$ cat config.mk
export PLATFORM = sky130hd
export DESIGN_NAME = rlp_ctrl
export DESIGN_NICKNAME = d
export VERILOG_FILES = /design/src/hw/rtl/rlp_pkg.sv /design/src/hw/rtl/rlp_ctrl.sv
export SDC_FILE = /design/constraint.sdc
export NUM_CORES = 1
export LEC_CHECK = 0
export BUFFER_PORTS_ARGS = -buffer_cell sky130_fd_sc_hd__buf_4
export CORE_MARGIN = 4
export CORE_UTILIZATION = 54
export DETAILED_ROUTE_END_ITERATION = 8
export PLACE_DENSITY_LB_ADDON = 0.2
export SYNTH_ARGS = -nofsm -noshare
export SYNTH_HDL_FRONTEND = slang
export SYNTH_SLANG_ARGS = --single-unit
$ cat constraint.sdc
create_clock -name clk -period 3.05 [get_ports clk]
set_clock_uncertainty 0.1 [all_clocks]
set_input_delay 0.4575 -clock clk [delete_from_list [all_inputs] [get_ports clk]]
set_output_delay 0.4575 -clock clk [all_outputs]
set_load 0.05 [all_outputs]
$ cat src/hw/rtl/rlp_pkg.sv
// Shared types, widths, operation codes and constant tables for the region lightness block.
// Used by rlp_ctrl, rlp_dpath and region_lightness_from_pixels_core; depends on nothing.
package rlp_pkg;

  // Store and counter widths.
  localparam int unsigned MAX_POINTS = 4096;
  localparam int AW    = $clog2(MAX_POINTS);
  localparam int CW    = AW + 1;
  localparam int TW    = 11;
  localparam int ACCW  = 19;
  localparam int DVW   = 30;
  localparam int DSW   = 18;
  localparam int RMW   = DSW + 1;
  localparam int DCW   = 5;
  localparam int MW    = 31;
  localparam int PW    = 2 * MW;
  localparam int YW    = 17;
  localparam int YAW   = 33;
  localparam int LW    = 15;
  localparam int LINW  = 17;

  // Fixed-point constants.
  localparam logic [MW-1:0]  Q30_ONE     = MW'(1) << 30;
  localparam logic [YW-1:0]  Y_LIN_LIMIT = YW'(581);
  localparam logic [MW-1:0]  SMALL_GAIN  = MW'(903292);
  localparam logic [MW-1:0]  SMALL_BIAS  = MW'(128000);
  localparam logic [MW-1:0]  CUBE_GAIN   = MW'(29696);
  localparam logic [LW-1:0]  L_OFFSET    = LW'(4096);

  // The linear L* branch divides by 256000 = 2^11 * 125. The numerator is first
  // shifted down by 11, then divided by 125 through a multiply by ceil(2^25 / 125)
  // and a shift by 25, which is exact for every numerator below Y = 581.
  localparam int             SMALL_PRE   = 11;
  localparam int             SMALL_SHIFT = 25;
  localparam logic [MW-1:0]  SMALL_RCP   = MW'(268436);

  // Datapath operation codes.
  localparam logic [4:0] OP_NONE      = 5'd0;
  localparam logic [4:0] OP_START     = 5'd1;
  localparam logic [4:0] OP_READ      = 5'd2;
  localparam logic [4:0] OP_DIV_CH    = 5'd3;
  localparam logic [4:0] OP_SMALL_RCP = 5'd4;
  localparam logic [4:0] OP_DIV_STEP  = 5'd5;
  localparam logic [4:0] OP_LIN_MUL   = 5'd6;
  localparam logic [4:0] OP_Y_ACC     = 5'd7;
  localparam logic [4:0] OP_Y_FIN     = 5'd8;
  localparam logic [4:0] OP_SMALL_MUL = 5'd9;
  localparam logic [4:0] OP_R_INIT    = 5'd10;
  localparam logic [4:0] OP_R_MID     = 5'd11;
  localparam logic [4:0] OP_R_SQ      = 5'd12;
  localparam logic [4:0] OP_R_CUBE    = 5'd13;
  localparam logic [4:0] OP_R_CMP     = 5'd14;
  localparam logic [4:0] OP_R_FMUL    = 5'd15;
  localparam logic [4:0] OP_L_ROOT    = 5'd16;
  localparam logic [4:0] OP_L_QUO     = 5'd17;
  localparam logic [4:0] OP_SET_ERR   = 5'd18;
  localparam logic [4:0] OP_PUBLISH   = 5'd19;

  // Command from the controller to the datapath.
  typedef struct packed {
    logic       load_px;
    logic [4:0] op;
  } cmd_t;

  // Status from the datapath to the controller.
  typedef struct packed {
    logic run_empty;
    logic rd_idle;
    logic part_last;
    logic y_small;
    logic root_done;
    logic div_done;
  } sts_t;

  typedef logic [LINW-1:0] lin_tab_t [256];

  // Truncating Q30 fifth power.
  function automatic longint unsigned pow5_q30(longint unsigned x);
    longint unsigned r;
    r = 64'd1 << 30;
    for (int i = 0; i < 5; i++) begin
      r = (r * x) >> 30;
    end
    return r;
  endfunction

  // Largest Q30 value whose fifth power does not exceed the target.
  function automatic longint unsigned root5_q30(longint unsigned tgt);
    longint unsigned lo;
    longint unsigned hi;
    longint unsigned mid;
    lo = 64'd0;
    hi = 64'd1 << 30;
    for (int i = 0; i < 40; i++) begin
      if (lo < hi) begin
        mid = (lo + hi + 64'd1) >> 1;
        if (pow5_q30(mid) <= tgt) begin
          lo = mid;
        end else begin
          hi = mid - 64'd1;
        end
      end
    end
    return lo;
  endfunction

  // sRGB curve to Q0.16 for one 8-bit channel value.
  function automatic longint unsigned srgb_lin(longint unsigned c);
    longint unsigned t;
    longint unsigned t2;
    longint unsigned s;
    longint unsigned lin;
    if (c <= 64'd10) begin
      return (c * 64'd13107200 + 64'd329460) / 64'd658920;
    end
    t   = (((64'd1000 * c + 64'd14025) << 30) * 64'd2 + 64'd269025) / 64'd538050;
    t2  = (t * t + (64'd1 << 29)) >> 30;
    s   = root5_q30(t2);
    lin = (t2 * s) >> 30;
    return (lin + (64'd1 << 13)) >> 14;
  endfunction

  function automatic lin_tab_t build_lin_tab();
    lin_tab_t tab;
    for (int i = 0; i < 256; i++) begin
      tab[i] = LINW'(srgb_lin(64'(i)));
    end
    return tab;
  endfunction

  // Linearization table, worked out at elaboration.
  localparam lin_tab_t LIN_TABLE = build_lin_tab();

  // Luminance weight of each channel, Q0.16.
  function automatic logic [MW-1:0] lum_weight(logic [1:0] part);
    logic [MW-1:0] w;
    case (part)
      2'd0:    w = MW'(13938);
      2'd1:    w = MW'(46868);
      default: w = MW'(4730);
    endcase
    return w;
  endfunction

endpackage

$ cat src/hw/rtl/rlp_ctrl.sv
// Controller state machine of the region lightness block.
// Depends on rlp_pkg; drives the datapath through cmd_t and reads sts_t.
module rlp_ctrl (
  input  logic          clk,
  input  logic          rst_n,
  input  logic          in_valid,
  input  logic          in_last,
  output logic          in_stall,
  output logic          out_valid,
  input  logic          out_stall,
  input  rlp_pkg::sts_t sts,
  output rlp_pkg::cmd_t cmd
);
  import rlp_pkg::*;

  localparam logic [4:0] S_IDLE   = 5'd0;
  localparam logic [4:0] S_CHECK  = 5'd1;
  localparam logic [4:0] S_RD     = 5'd2;
  localparam logic [4:0] S_DIVL   = 5'd3;
  localparam logic [4:0] S_DIV    = 5'd4;
  localparam logic [4:0] S_LINMUL = 5'd5;
  localparam logic [4:0] S_LINACC = 5'd6;
  localparam logic [4:0] S_YFIN   = 5'd7;
  localparam logic [4:0] S_BRANCH = 5'd8;
  localparam logic [4:0] S_RCP    = 5'd9;
  localparam logic [4:0] S_LSET   = 5'd10;
  localparam logic [4:0] S_R0     = 5'd11;
  localparam logic [4:0] S_R1     = 5'd12;
  localparam logic [4:0] S_R2     = 5'd13;
  localparam logic [4:0] S_R3     = 5'd14;
  localparam logic [4:0] S_RFIN   = 5'd15;
  localparam logic [4:0] S_RL     = 5'd16;
  localparam logic [4:0] S_OUT    = 5'd17;

  logic [4:0] state_r, state_nxt;
  logic       out_valid_r, out_valid_nxt;
  logic       in_acc;

  assign in_stall  = (state_r != S_IDLE);
  assign in_acc    = in_valid && !in_stall;
  assign out_valid = out_valid_r;

  // Next state and command decode.
  always_comb begin
    state_nxt     = state_r;
    out_valid_nxt = out_valid_r && out_stall;
    cmd.load_px   = 1'b0;
    cmd.op        = OP_NONE;
    case (state_r)
      S_IDLE: begin
        if (in_acc) begin
          cmd.load_px = 1'b1;
          if (in_last) begin
            state_nxt = S_CHECK;
          end
        end
      end
      S_CHECK: begin
        if (sts.run_empty) begin
          cmd.op    = OP_SET_ERR;
          state_nxt = S_OUT;
        end else begin
          cmd.op    = OP_START;
          state_nxt = S_RD;
        end
      end
      S_RD: begin
        if (sts.rd_idle) begin
          state_nxt = S_DIVL;
        end else begin
          cmd.op = OP_READ;
        end
      end
      S_DIVL: begin
        cmd.op    = OP_DIV_CH;
        state_nxt = S_DIV;
      end
      S_DIV: begin
        if (sts.div_done) begin
          state_nxt = S_LINMUL;
        end else begin
          cmd.op = OP_DIV_STEP;
        end
      end
      S_LINMUL: begin
        cmd.op    = OP_LIN_MUL;
        state_nxt = S_LINACC;
      end
      S_LINACC: begin
        cmd.op    = OP_Y_ACC;
        state_nxt = sts.part_last ? S_YFIN : S_RD;
      end
      S_YFIN: begin
        cmd.op    = OP_Y_FIN;
        state_nxt = S_BRANCH;
      end
      S_BRANCH: begin
        if (sts.y_small) begin
          cmd.op    = OP_SMALL_MUL;
          state_nxt = S_RCP;
        end else begin
          cmd.op    = OP_R_INIT;
          state_nxt = S_R0;
        end
      end
      S_RCP: begin
        cmd.op    = OP_SMALL_RCP;
        state_nxt = S_LSET;
      end
      S_LSET: begin
        cmd.op    = OP_L_QUO;
        state_nxt = S_OUT;
      end
      S_R0: begin
        if (sts.root_done) begin
          state_nxt = S_RFIN;
        end else begin
          cmd.op    = OP_R_MID;
          state_nxt = S_R1;
        end
      end
      S_R1: begin
        cmd.op    = OP_R_SQ;
        state_nxt = S_R2;
      end
      S_R2: begin
        cmd.op    = OP_R_CUBE;
        state_nxt = S_R3;
      end
      S_R3: begin
        cmd.op    = OP_R_CMP;
        state_nxt = S_R0;
      end
      S_RFIN: begin
        cmd.op    = OP_R_FMUL;
        state_nxt = S_RL;
      end
      S_RL: begin
        cmd.op    = OP_L_ROOT;
        state_nxt = S_OUT;
      end
      S_OUT: begin
        // Hand the result over once the output register is free.
        if (!out_valid_r || !out_stall) begin
          cmd.op        = OP_PUBLISH;
          out_valid_nxt = 1'b1;
          state_nxt     = S_IDLE;
        end
      end
      default: begin
        state_nxt = S_IDLE;
      end
    endcase
  end

  // State registers.
  always_ff @(posedge clk) begin
    if (!rst_n) begin
      state_r     <= S_IDLE;
      out_valid_r <= 1'b0;
    end else begin
      state_r     <= state_nxt;
      out_valid_r <= out_valid_nxt;
    end
  end

endmodule

==> flow_summary.toml, run 1 <==
[drt]
vias = 821
wl_um = 1850
final_antenna_net_count = 0
vias_per_cell = 6.17
post_drt_wl_per_cell_um = 13.9
drc = 0
drtIter0Drc = 28
first_pass_iters = 4

[clocking]
cts_hold_buffers = 0
cts_tree = "yes"
clock_path_buffers = 2
clock_sink_count = 6
h-tree-depth = 1
clock-root-buffer = "clkbuf_4"
post_cts_buffers = 0
clk_pin_slew_worst_paths_ns = 0.05
numCtsBuffers = 3
cts_resized = 0
clock_latency_ns = 0.25

[sta]
finalCriticalPeriod_ns = 2.68
setup_viol = 0
maxClockFrequency_mhz = 373
relSlewSlack_pct = 46.4
rsz0062_at_grt = "no"
worst_slack_ns = 0.372
worst_pin_slew_ns = 0.802
timing.final.crit_share_pct = 87.8
hold_violations = 0
finalSetupTns_ns = 0
slew_viol_final = 0

[finish]
layout_commonest_cell = "buf_4"
post-route-util_pct = 69.9
nFillCells = 107
layout_common_cells = "19 x buf_4, 15 x nand2_1, 12 x nor2_1, 10 x nand3_1, 9 x a21oi_1"
final_nets = 132
drive_above_1_share_pct = 26.1
syn_to_final_growth_pct = 13.5
diodes = 0

[synthesis]
synth_nets = 118
yosysSeqAreaShare_pct = 16.4
syn_area_um2 = 731
yosysTopAreaCell = "dfxtp_1"
synth_ff_type = "dfxtp_1"
synth_edf_count = 0
syn_inst = 107
synth.distinct_cells = 37
yosysWarnings = 0
avgSynthCellArea_um2 = 6.83
ys_ff_latch = 6
synthArstFlopShare_pct = 0
synth_top_cell_area_share_pct = 16.4
synthTopCellsByArea = "dfxtp_1 16%, buf_6 7.7%, nand2_1 7.7%"

[power_and_ir_drop]
ir_drop_mv = 0.648
seqPwrFrac_pct = 25.3
power.density_nw_per_um2 = 709
p_int_uw = 271
total_power_uw = 588
pwr-share-comb_pct = 61.4
p_leak_nw = 0.338
p_sw_share_pct = 53.9
p_clk_share_pct = 13.3
power_switching_uw = 317

[job]
cap_violations = 0

[worst_setup_path]
cp_cell_sequence = "nor4b_4, nand2_2, a21oi_1, nor2_1, o211ai_1, buf_4"
slowest_stage = "dfxtp_1"
critPathLaunchType = "register"
crit_type = "reg2out"
crit_fanout = 17
worstPathArrival_ns = 2.12
cp-end-kind = "primary output"
required_ns = 2.49
critPathMaxStageDelay_ns = 0.71

[placed_design]
io_buffers = 18
gp_congestion = 0.887
hpwl_um = 1350
dpl_worst_slack_ns = 0.704

[floorplanning]
rows = 12
die_w_um = 44.8
initial_utilization_pct = 61.6
die_h_um = 44.8
dieArea_um2 = 2010
core_area_um2 = 1190
ios = 19

[grt]
grt_antenna_before_repair = 0
grt_util_all_layers_pct = 19.9
grt_pass1_wl_um = 3000
grt_pass1_vias = 662
grt_start_max_net_pins = 24
grt-ovfl-total = 0

[hold_path]
hp-class = "in2reg"

[status]
status = "completed"
flip-flops by register name, summed over array words and instances (netlist names):
signal	count
state_r	5
out_valid	1
Yosys cell counts, types with 2 or more instances:
cell,count
buf_2,4
nor2_1,12
nand2_1,15
nand4_1,3
a31oi_1,3
dfxtp_1,6
nor4_1,2
buf_6,5
nand3_1,10
inv_1,4
o21ai_0,7
a22oi_1,2
a21oi_1,9
o211ai_1,2
logic make-up after synthesis:
| logic type | count (synthesis) | synth area share [%] |
|---|---|---|
| multiplexers | 1 | 1.37 |
| flip-flops | 6 | 16.4 |
| XOR/XNOR | 1 | 1.20 |
| AO/OA/AOI/OAI | 32 | 29.1 |
| buffers and inverters | 15 | 14.0 |
| AND/OR/NAND/NOR | 52 | 37.8 |
critical path: cells and delay by family (launching register included):
kind	cells	cell delay, ns
and+or+nand+nor	3	0.56
AOI/OAI and AO/OA	2	0.35
buffers and inverters	1	0.23
DFF	1	0.71
path summary, 6_finish.rpt:
path	start	slack (ns)	depth (start not counted)	end
worst max-delay path	state_r[0]	0.37	6	cmd[1]
worst min register to register	out_valid	0.45	2	out_valid
worst min-delay path	rst_n	0.35	2	state_r[4]
worst max register to register	state_r[3]	1.14	5	state_r[0]
cell type report:
class / count / area, um^2 / area share (%)
well taps: 14 / 17.5 / 2.11
repair buffers: 19 / 143 / 17.2
clock buffers: 3 / 22.5 / 2.71
flip-flops and latches: 6 / 120 / 14.5
multi-input cells: 86 / 508 / 61.2
inverters: 5 / 18.8 / 2.26
power groups by stage:
stage / combinational, mW / clock (mW) / sequential [mW]
2_1_floorplan: 0.337 / 0 / 0.100
3_3_place_gp: 0.358 / 0 / 0.148
3_5_place_dp: 0.359 / 0 / 0.148
4_1_cts: 0.361 / 0.0787 / 0.147
5_1_grt: 0.392 / 0.0841 / 0.154
6_report: 0.361 / 0.0782 / 0.149
per-layer routing:
metal / up-vias / track usage, % / share of wire [%]
met5: - / 0 / 0
met4: 0 / 1.75 / 0.65
met3: 2 / 5.98 / 7.3
met2: 31 / 30.4 / 46
met1: 372 / 28.6 / 46
li1: 416 / - / -
metrics by stage:
step           hold slack [ns]  area, um^2  instances
6_report                 0.347         830        133
5_1_grt                  0.356         830        133
4_1_cts                  0.349         830        133
3_5_place_dp             0.433         807        130
3_3_place_gp             0.434         807        130
2_1_floorplan            0.475         731        107
Note: power is estimated with default switching activity, not from simulation.
==> inputs of run 2 (changes only) <==
- CORE_UTILIZATION: 54 -> 40
- REMOVE_ABC_BUFFERS: not set -> 1
==> run 2 against run 1 <==
  * Utilization fell by 20 points
  * Count of clock-buffer cells in the layout did not move
  * Final cell count rose by 9.8%
  * Combinational power rose by 4%
  * Non-clock buffer count rose by 2
  * Register-to-register slack barely moved
  * Critical path type unchanged
  * Largest power group unchanged
==> flow_summary.toml, run 2 (synthesis results as in run 1) <==
[status]
status = "completed"

[job]
cap_violations = 0

[drt]
vias = 827
vias_per_cell = 5.66
drc = 0
wl_um = 1870
final_antenna_net_count = 0
post_drt_wl_per_cell_um = 12.8
first_pass_iters = 4
drtIter0Drc = 34

[finish]
diodes = 0
layout_common_cells = "21 x buf_4, 15 x nand2_1, 12 x nor2_1, 10 x nand3_1, 9 x a21oi_1"
post-route-util_pct = 49.7
final_nets = 134
drive_above_1_share_pct = 27.3
nFillCells = 198
regArea_um2 = 120
largest_reg_flops = 5
regMostFlops = "state_r"
fin_cells = 146
layout_commonest_cell = "buf_4"
syn_to_final_growth_pct = 17.5
multi_input_area_um2 = 508
fin_area_um2 = 858

[worst_setup_path]
crit_fanout = 18
slowest_stage = "dfxtp_1"
crit_family = "flip-flops"
worstPathArrival_ns = 2.10
critPathLaunchType = "register"
ff2ff_setup_slack_ns = 1.15
reg2reg_depth = 6
cp-end-kind = "primary output"
r2r-start = "state_r[0]"
r2r-end = "state_r[0]"
required_ns = 2.49
cp_cell_sequence = "nor4b_4, nand2_2, a21oi_1, nor2_1, o211ai_1, buf_4"
cp.depth = 6
crit_buf_inv = 1
crit_start = "state_r[0]"
crit_end = "cmd[1]"
critPathMaxStageDelay_ns = 0.74
crit_type = "reg2out"

[floorplanning]
core_area_um2 = 1730
rows = 15
initial_utilization_pct = 42.3
ios = 19
die_h_um = 50.7
dieArea_um2 = 2570
die_w_um = 50.7

[power_and_ir_drop]
total_power_uw = 591
power_switching_uw = 316
seqPwrFrac_pct = 24.0
power.density_nw_per_um2 = 689
p_int_uw = 275
ir_drop_mv = 0.398
p_leak_nw = 0.348
pwr-share-comb_pct = 63.5
p_sw_share_pct = 53.5
p_clk_share_pct = 12.5

[placed_design]
hpwl_um = 1420
placed_cell_area_um2 = 836
dp.cells = 143
io_buffers = 18
gp_congestion = 0.860

[grt]
grt_start_max_net_pins = 24
grt_antenna_before_repair = 0
grt_util_all_layers_pct = 15.4
grt-ovfl-total = 0
grt_pass1_vias = 694
grt_pass1_wl_um = 3040

[clocking]
cts_tree = "yes"
numCtsBuffers = 3
post_cts_buffers = 0
h-tree-depth = 1
cts_resized = 0
clock_latency_ns = 0.24
clk_pin_slew_worst_paths_ns = 0.05
clock-root-buffer = "clkbuf_4"
clock_sink_count = 6
cts_hold_buffers = 0
clock_path_buffers = 2

[hold_path]
hp-class = "in2reg"
hold-path-cell-count = 2

[sta]
finalCriticalPeriod_ns = 2.66
finalSetupTns_ns = 0
rsz0062_at_grt = "no"
slew_viol_final = 0
worst_pin_slew_ns = 0.804
timing.final.crit_share_pct = 87.2
relSlewSlack_pct = 46.3
hold_violations = 0
maxClockFrequency_mhz = 376
setup_viol = 0
run 2: cell types whose count changed in the layout (fill, tap and decap cells not counted):
cell and delta:
buf_4 +2
run 2: layout make-up:
| cell class | instances | area share, % |
|---|---|---|
| Clock buffer | 3 | 2.62 |
| Multi-Input combinational cell | 86 | 59.2 |
| Tap cell | 25 | 3.64 |
| Timing Repair Buffer | 21 | 18.4 |
| Sequential cell | 6 | 14.0 |
| Inverter | 5 | 2.19 |
run 2: worst min-delay path by stage:
stage,startpoint,to,slack [ns]
after floorplan,rst_n,state_r[4],0.48
final,rst_n,state_r[4],0.35
after global placement,out_valid,out_valid,0.43
after CTS,rst_n,state_r[4],0.34
after detailed placement,out_valid,out_valid,0.44
after global routing,rst_n,state_r[4],0.36
run 2: worst register-to-register path: cells and delay by family (launching register included):
kind	cells	cell delay (ns)
AOI/OAI and AO/OA	4	0.60
buffers and inverters	1	0.27
and+or+nand+nor	1	0.06
DFF	1	0.74
run 2: per-layer routing:
layer	vias up	routed length [um]	GRT usage [%]
met1	365	809	20.8
met5	-	0	0
met3	0	149	3.86
met2	39	908	23.5
li1	423	-	-
met4	0	0	5.38
run 2: per-stage QoR:
step           setup slack [ns]  hold WS, ns
6_report                  0.391        0.353
5_1_grt                   0.259        0.363
4_1_cts                   0.370        0.345
3_5_place_dp              0.627        0.437
3_3_place_gp              0.621        0.426
2_1_floorplan            0.0832        0.475
run 2: power groups by stage:
| stage | registers [mW] | clock network [mW] | logic (mW) |
|---|---|---|---|
| finish | 0.142 | 0.0737 | 0.376 |
| global route | 0.147 | 0.0846 | 0.401 |
| CTS | 0.141 | 0.0775 | 0.377 |
| detailed placement | 0.143 | 0 | 0.375 |
| global placement | 0.144 | 0 | 0.378 |
| floorplan | 0.144 | 0 | 0.260 |
==> inputs of run 3 (changes only) <==
- CORE_MARGIN: 4 -> not set
==> run 3 against run 2 <==
  * Via count is the same
  * Clock power is 3% higher
  * Utilization unchanged
  * Power is 0.92% higher
  * Maximum frequency down 3.3%
  * Worst setup slack worse by 0.089 ns
  * Combinational power is 2% higher
  * Largest cell class unchanged
==> flow_summary.toml, run 3 (synthesis results as in run 1) <==
[status]
status = "completed"

[grt]
grt_pass1_wl_um = 3140
grt_antenna_before_repair = 0
grt_util_all_layers_pct = 21.1
grt-ovfl-total = 0
grt_start_max_net_pins = 26
grt_pass1_vias = 717

[floorplanning]
rows = 15
initial_utilization_pct = 42.3
ios = 19
die_h_um = 44.7
dieArea_um2 = 2000
die_w_um = 44.7
core_area_um2 = 1730

[hold_path]
hp-class = "in2reg"

[clocking]
post_cts_buffers = 0
clock-root-buffer = "clkbuf_4"
clock_sink_count = 6
numCtsBuffers = 3
cts_hold_buffers = 0
clk_pin_slew_worst_paths_ns = 0.05
cts_resized = 0
clock_latency_ns = 0.25
h-tree-depth = 1
cts_tree = "yes"
clock_path_buffers = 2

[drt]
vias = 827
final_antenna_net_count = 0
drc = 0
drtIter0Drc = 17
vias_per_cell = 5.66
first_pass_iters = 4
wl_um = 1960
post_drt_wl_per_cell_um = 13.4

[sta]
relSlewSlack_pct = 44.0
hold_violations = 0
setup_viol = 0
timing.final.crit_share_pct = 90.1
worst_pin_slew_ns = 0.839
worst_slack_ns = 0.302
slew_viol_final = 0
maxClockFrequency_mhz = 364
finalSetupTns_ns = 0
finalCriticalPeriod_ns = 2.75
rsz0062_at_grt = "no"

[placed_design]
hpwl_um = 1440
dpl_worst_slack_ns = 0.593
gp_congestion = 0.872
io_buffers = 18

[worst_setup_path]
ff2ff_setup_slack_ns = 1.20
cp-end-kind = "primary output"
crit_type = "reg2out"
crit_fanout = 25
required_ns = 2.49
critPathLaunchType = "register"
worstPathArrival_ns = 2.19

[power_and_ir_drop]
p_leak_nw = 0.349
ir_drop_mv = 0.329
power.density_nw_per_um2 = 695

[finish]
diodes = 0
largest_reg_flops = 5
final_nets = 134
regMostFlops = "state_r"
drive_above_1_share_pct = 27.3
layout_common_cells = "21 x buf_4, 15 x nand2_1, 12 x nor2_1, 10 x nand3_1, 9 x a21oi_1"
syn_to_final_growth_pct = 17.5
layout_commonest_cell = "buf_4"

[job]
cap_violations = 0
[run 3: final cells by class]
class	instances	area (um^2)
fillers	192	868
multi-input cells	86	508
repair buffers	21	158
flip-flops and latches	6	120
well taps	25	31.3
clock buffers	3	22.5
inverters	5	18.8
[run 3: power breakdown]
group,switching [mW],internal (mW)
logic,0.244,0.139
clock network,0.0310,0.0447
registers,0.0467,0.0909
total,0.322,0.275
[run 3: routing by layer]
metal | vias to the layer above | GRT usage, % | wire, um
met4 | 0 | 6.06 | 0
met1 | 378 | 28.8 | 919
li1 | 413 | - | -
met3 | 0 | 3.20 | 78
met2 | 36 | 34.4 | 957
met5 | - | 0 | 0
[run 3: final timing paths]
path / from / to / depth (start not counted)
hold reg to reg: out_valid / out_valid / 2
setup / recovery: state_r[0] / cmd[1] / 6
setup reg to reg: state_r[2] / state_r[0] / 5
hold / removal: rst_n / state_r[4] / 2
[run 3: metrics by stage]
| step | hold WS, ns | cell area [um^2] | cells | util, % | power (mW) |
|---|---|---|---|---|---|
| detailed placement | 0.431 | 836 | 143 | 48.4 | 0.519 |
| CTS | 0.352 | 858 | 146 | 49.7 | 0.594 |
| finish | 0.355 | 858 | 146 | 49.7 | 0.597 |
| global route | 0.351 | 858 | 146 | 49.7 | 0.636 |
| global placement | 0.446 | 836 | 143 | 48.4 | 0.520 |
| floorplan | 0.475 | 647 | 97 | - | 0.404 |
[run 3: critical path, stage by stage, from the launching register on]
cell and delay [ns]:
dfxtp_1 0.85, nor4b_4 0.36, nand2_2 0.11, a21oi_1 0.20, nor2_1 0.10, o211ai_1 0.10, buf_4 0.22
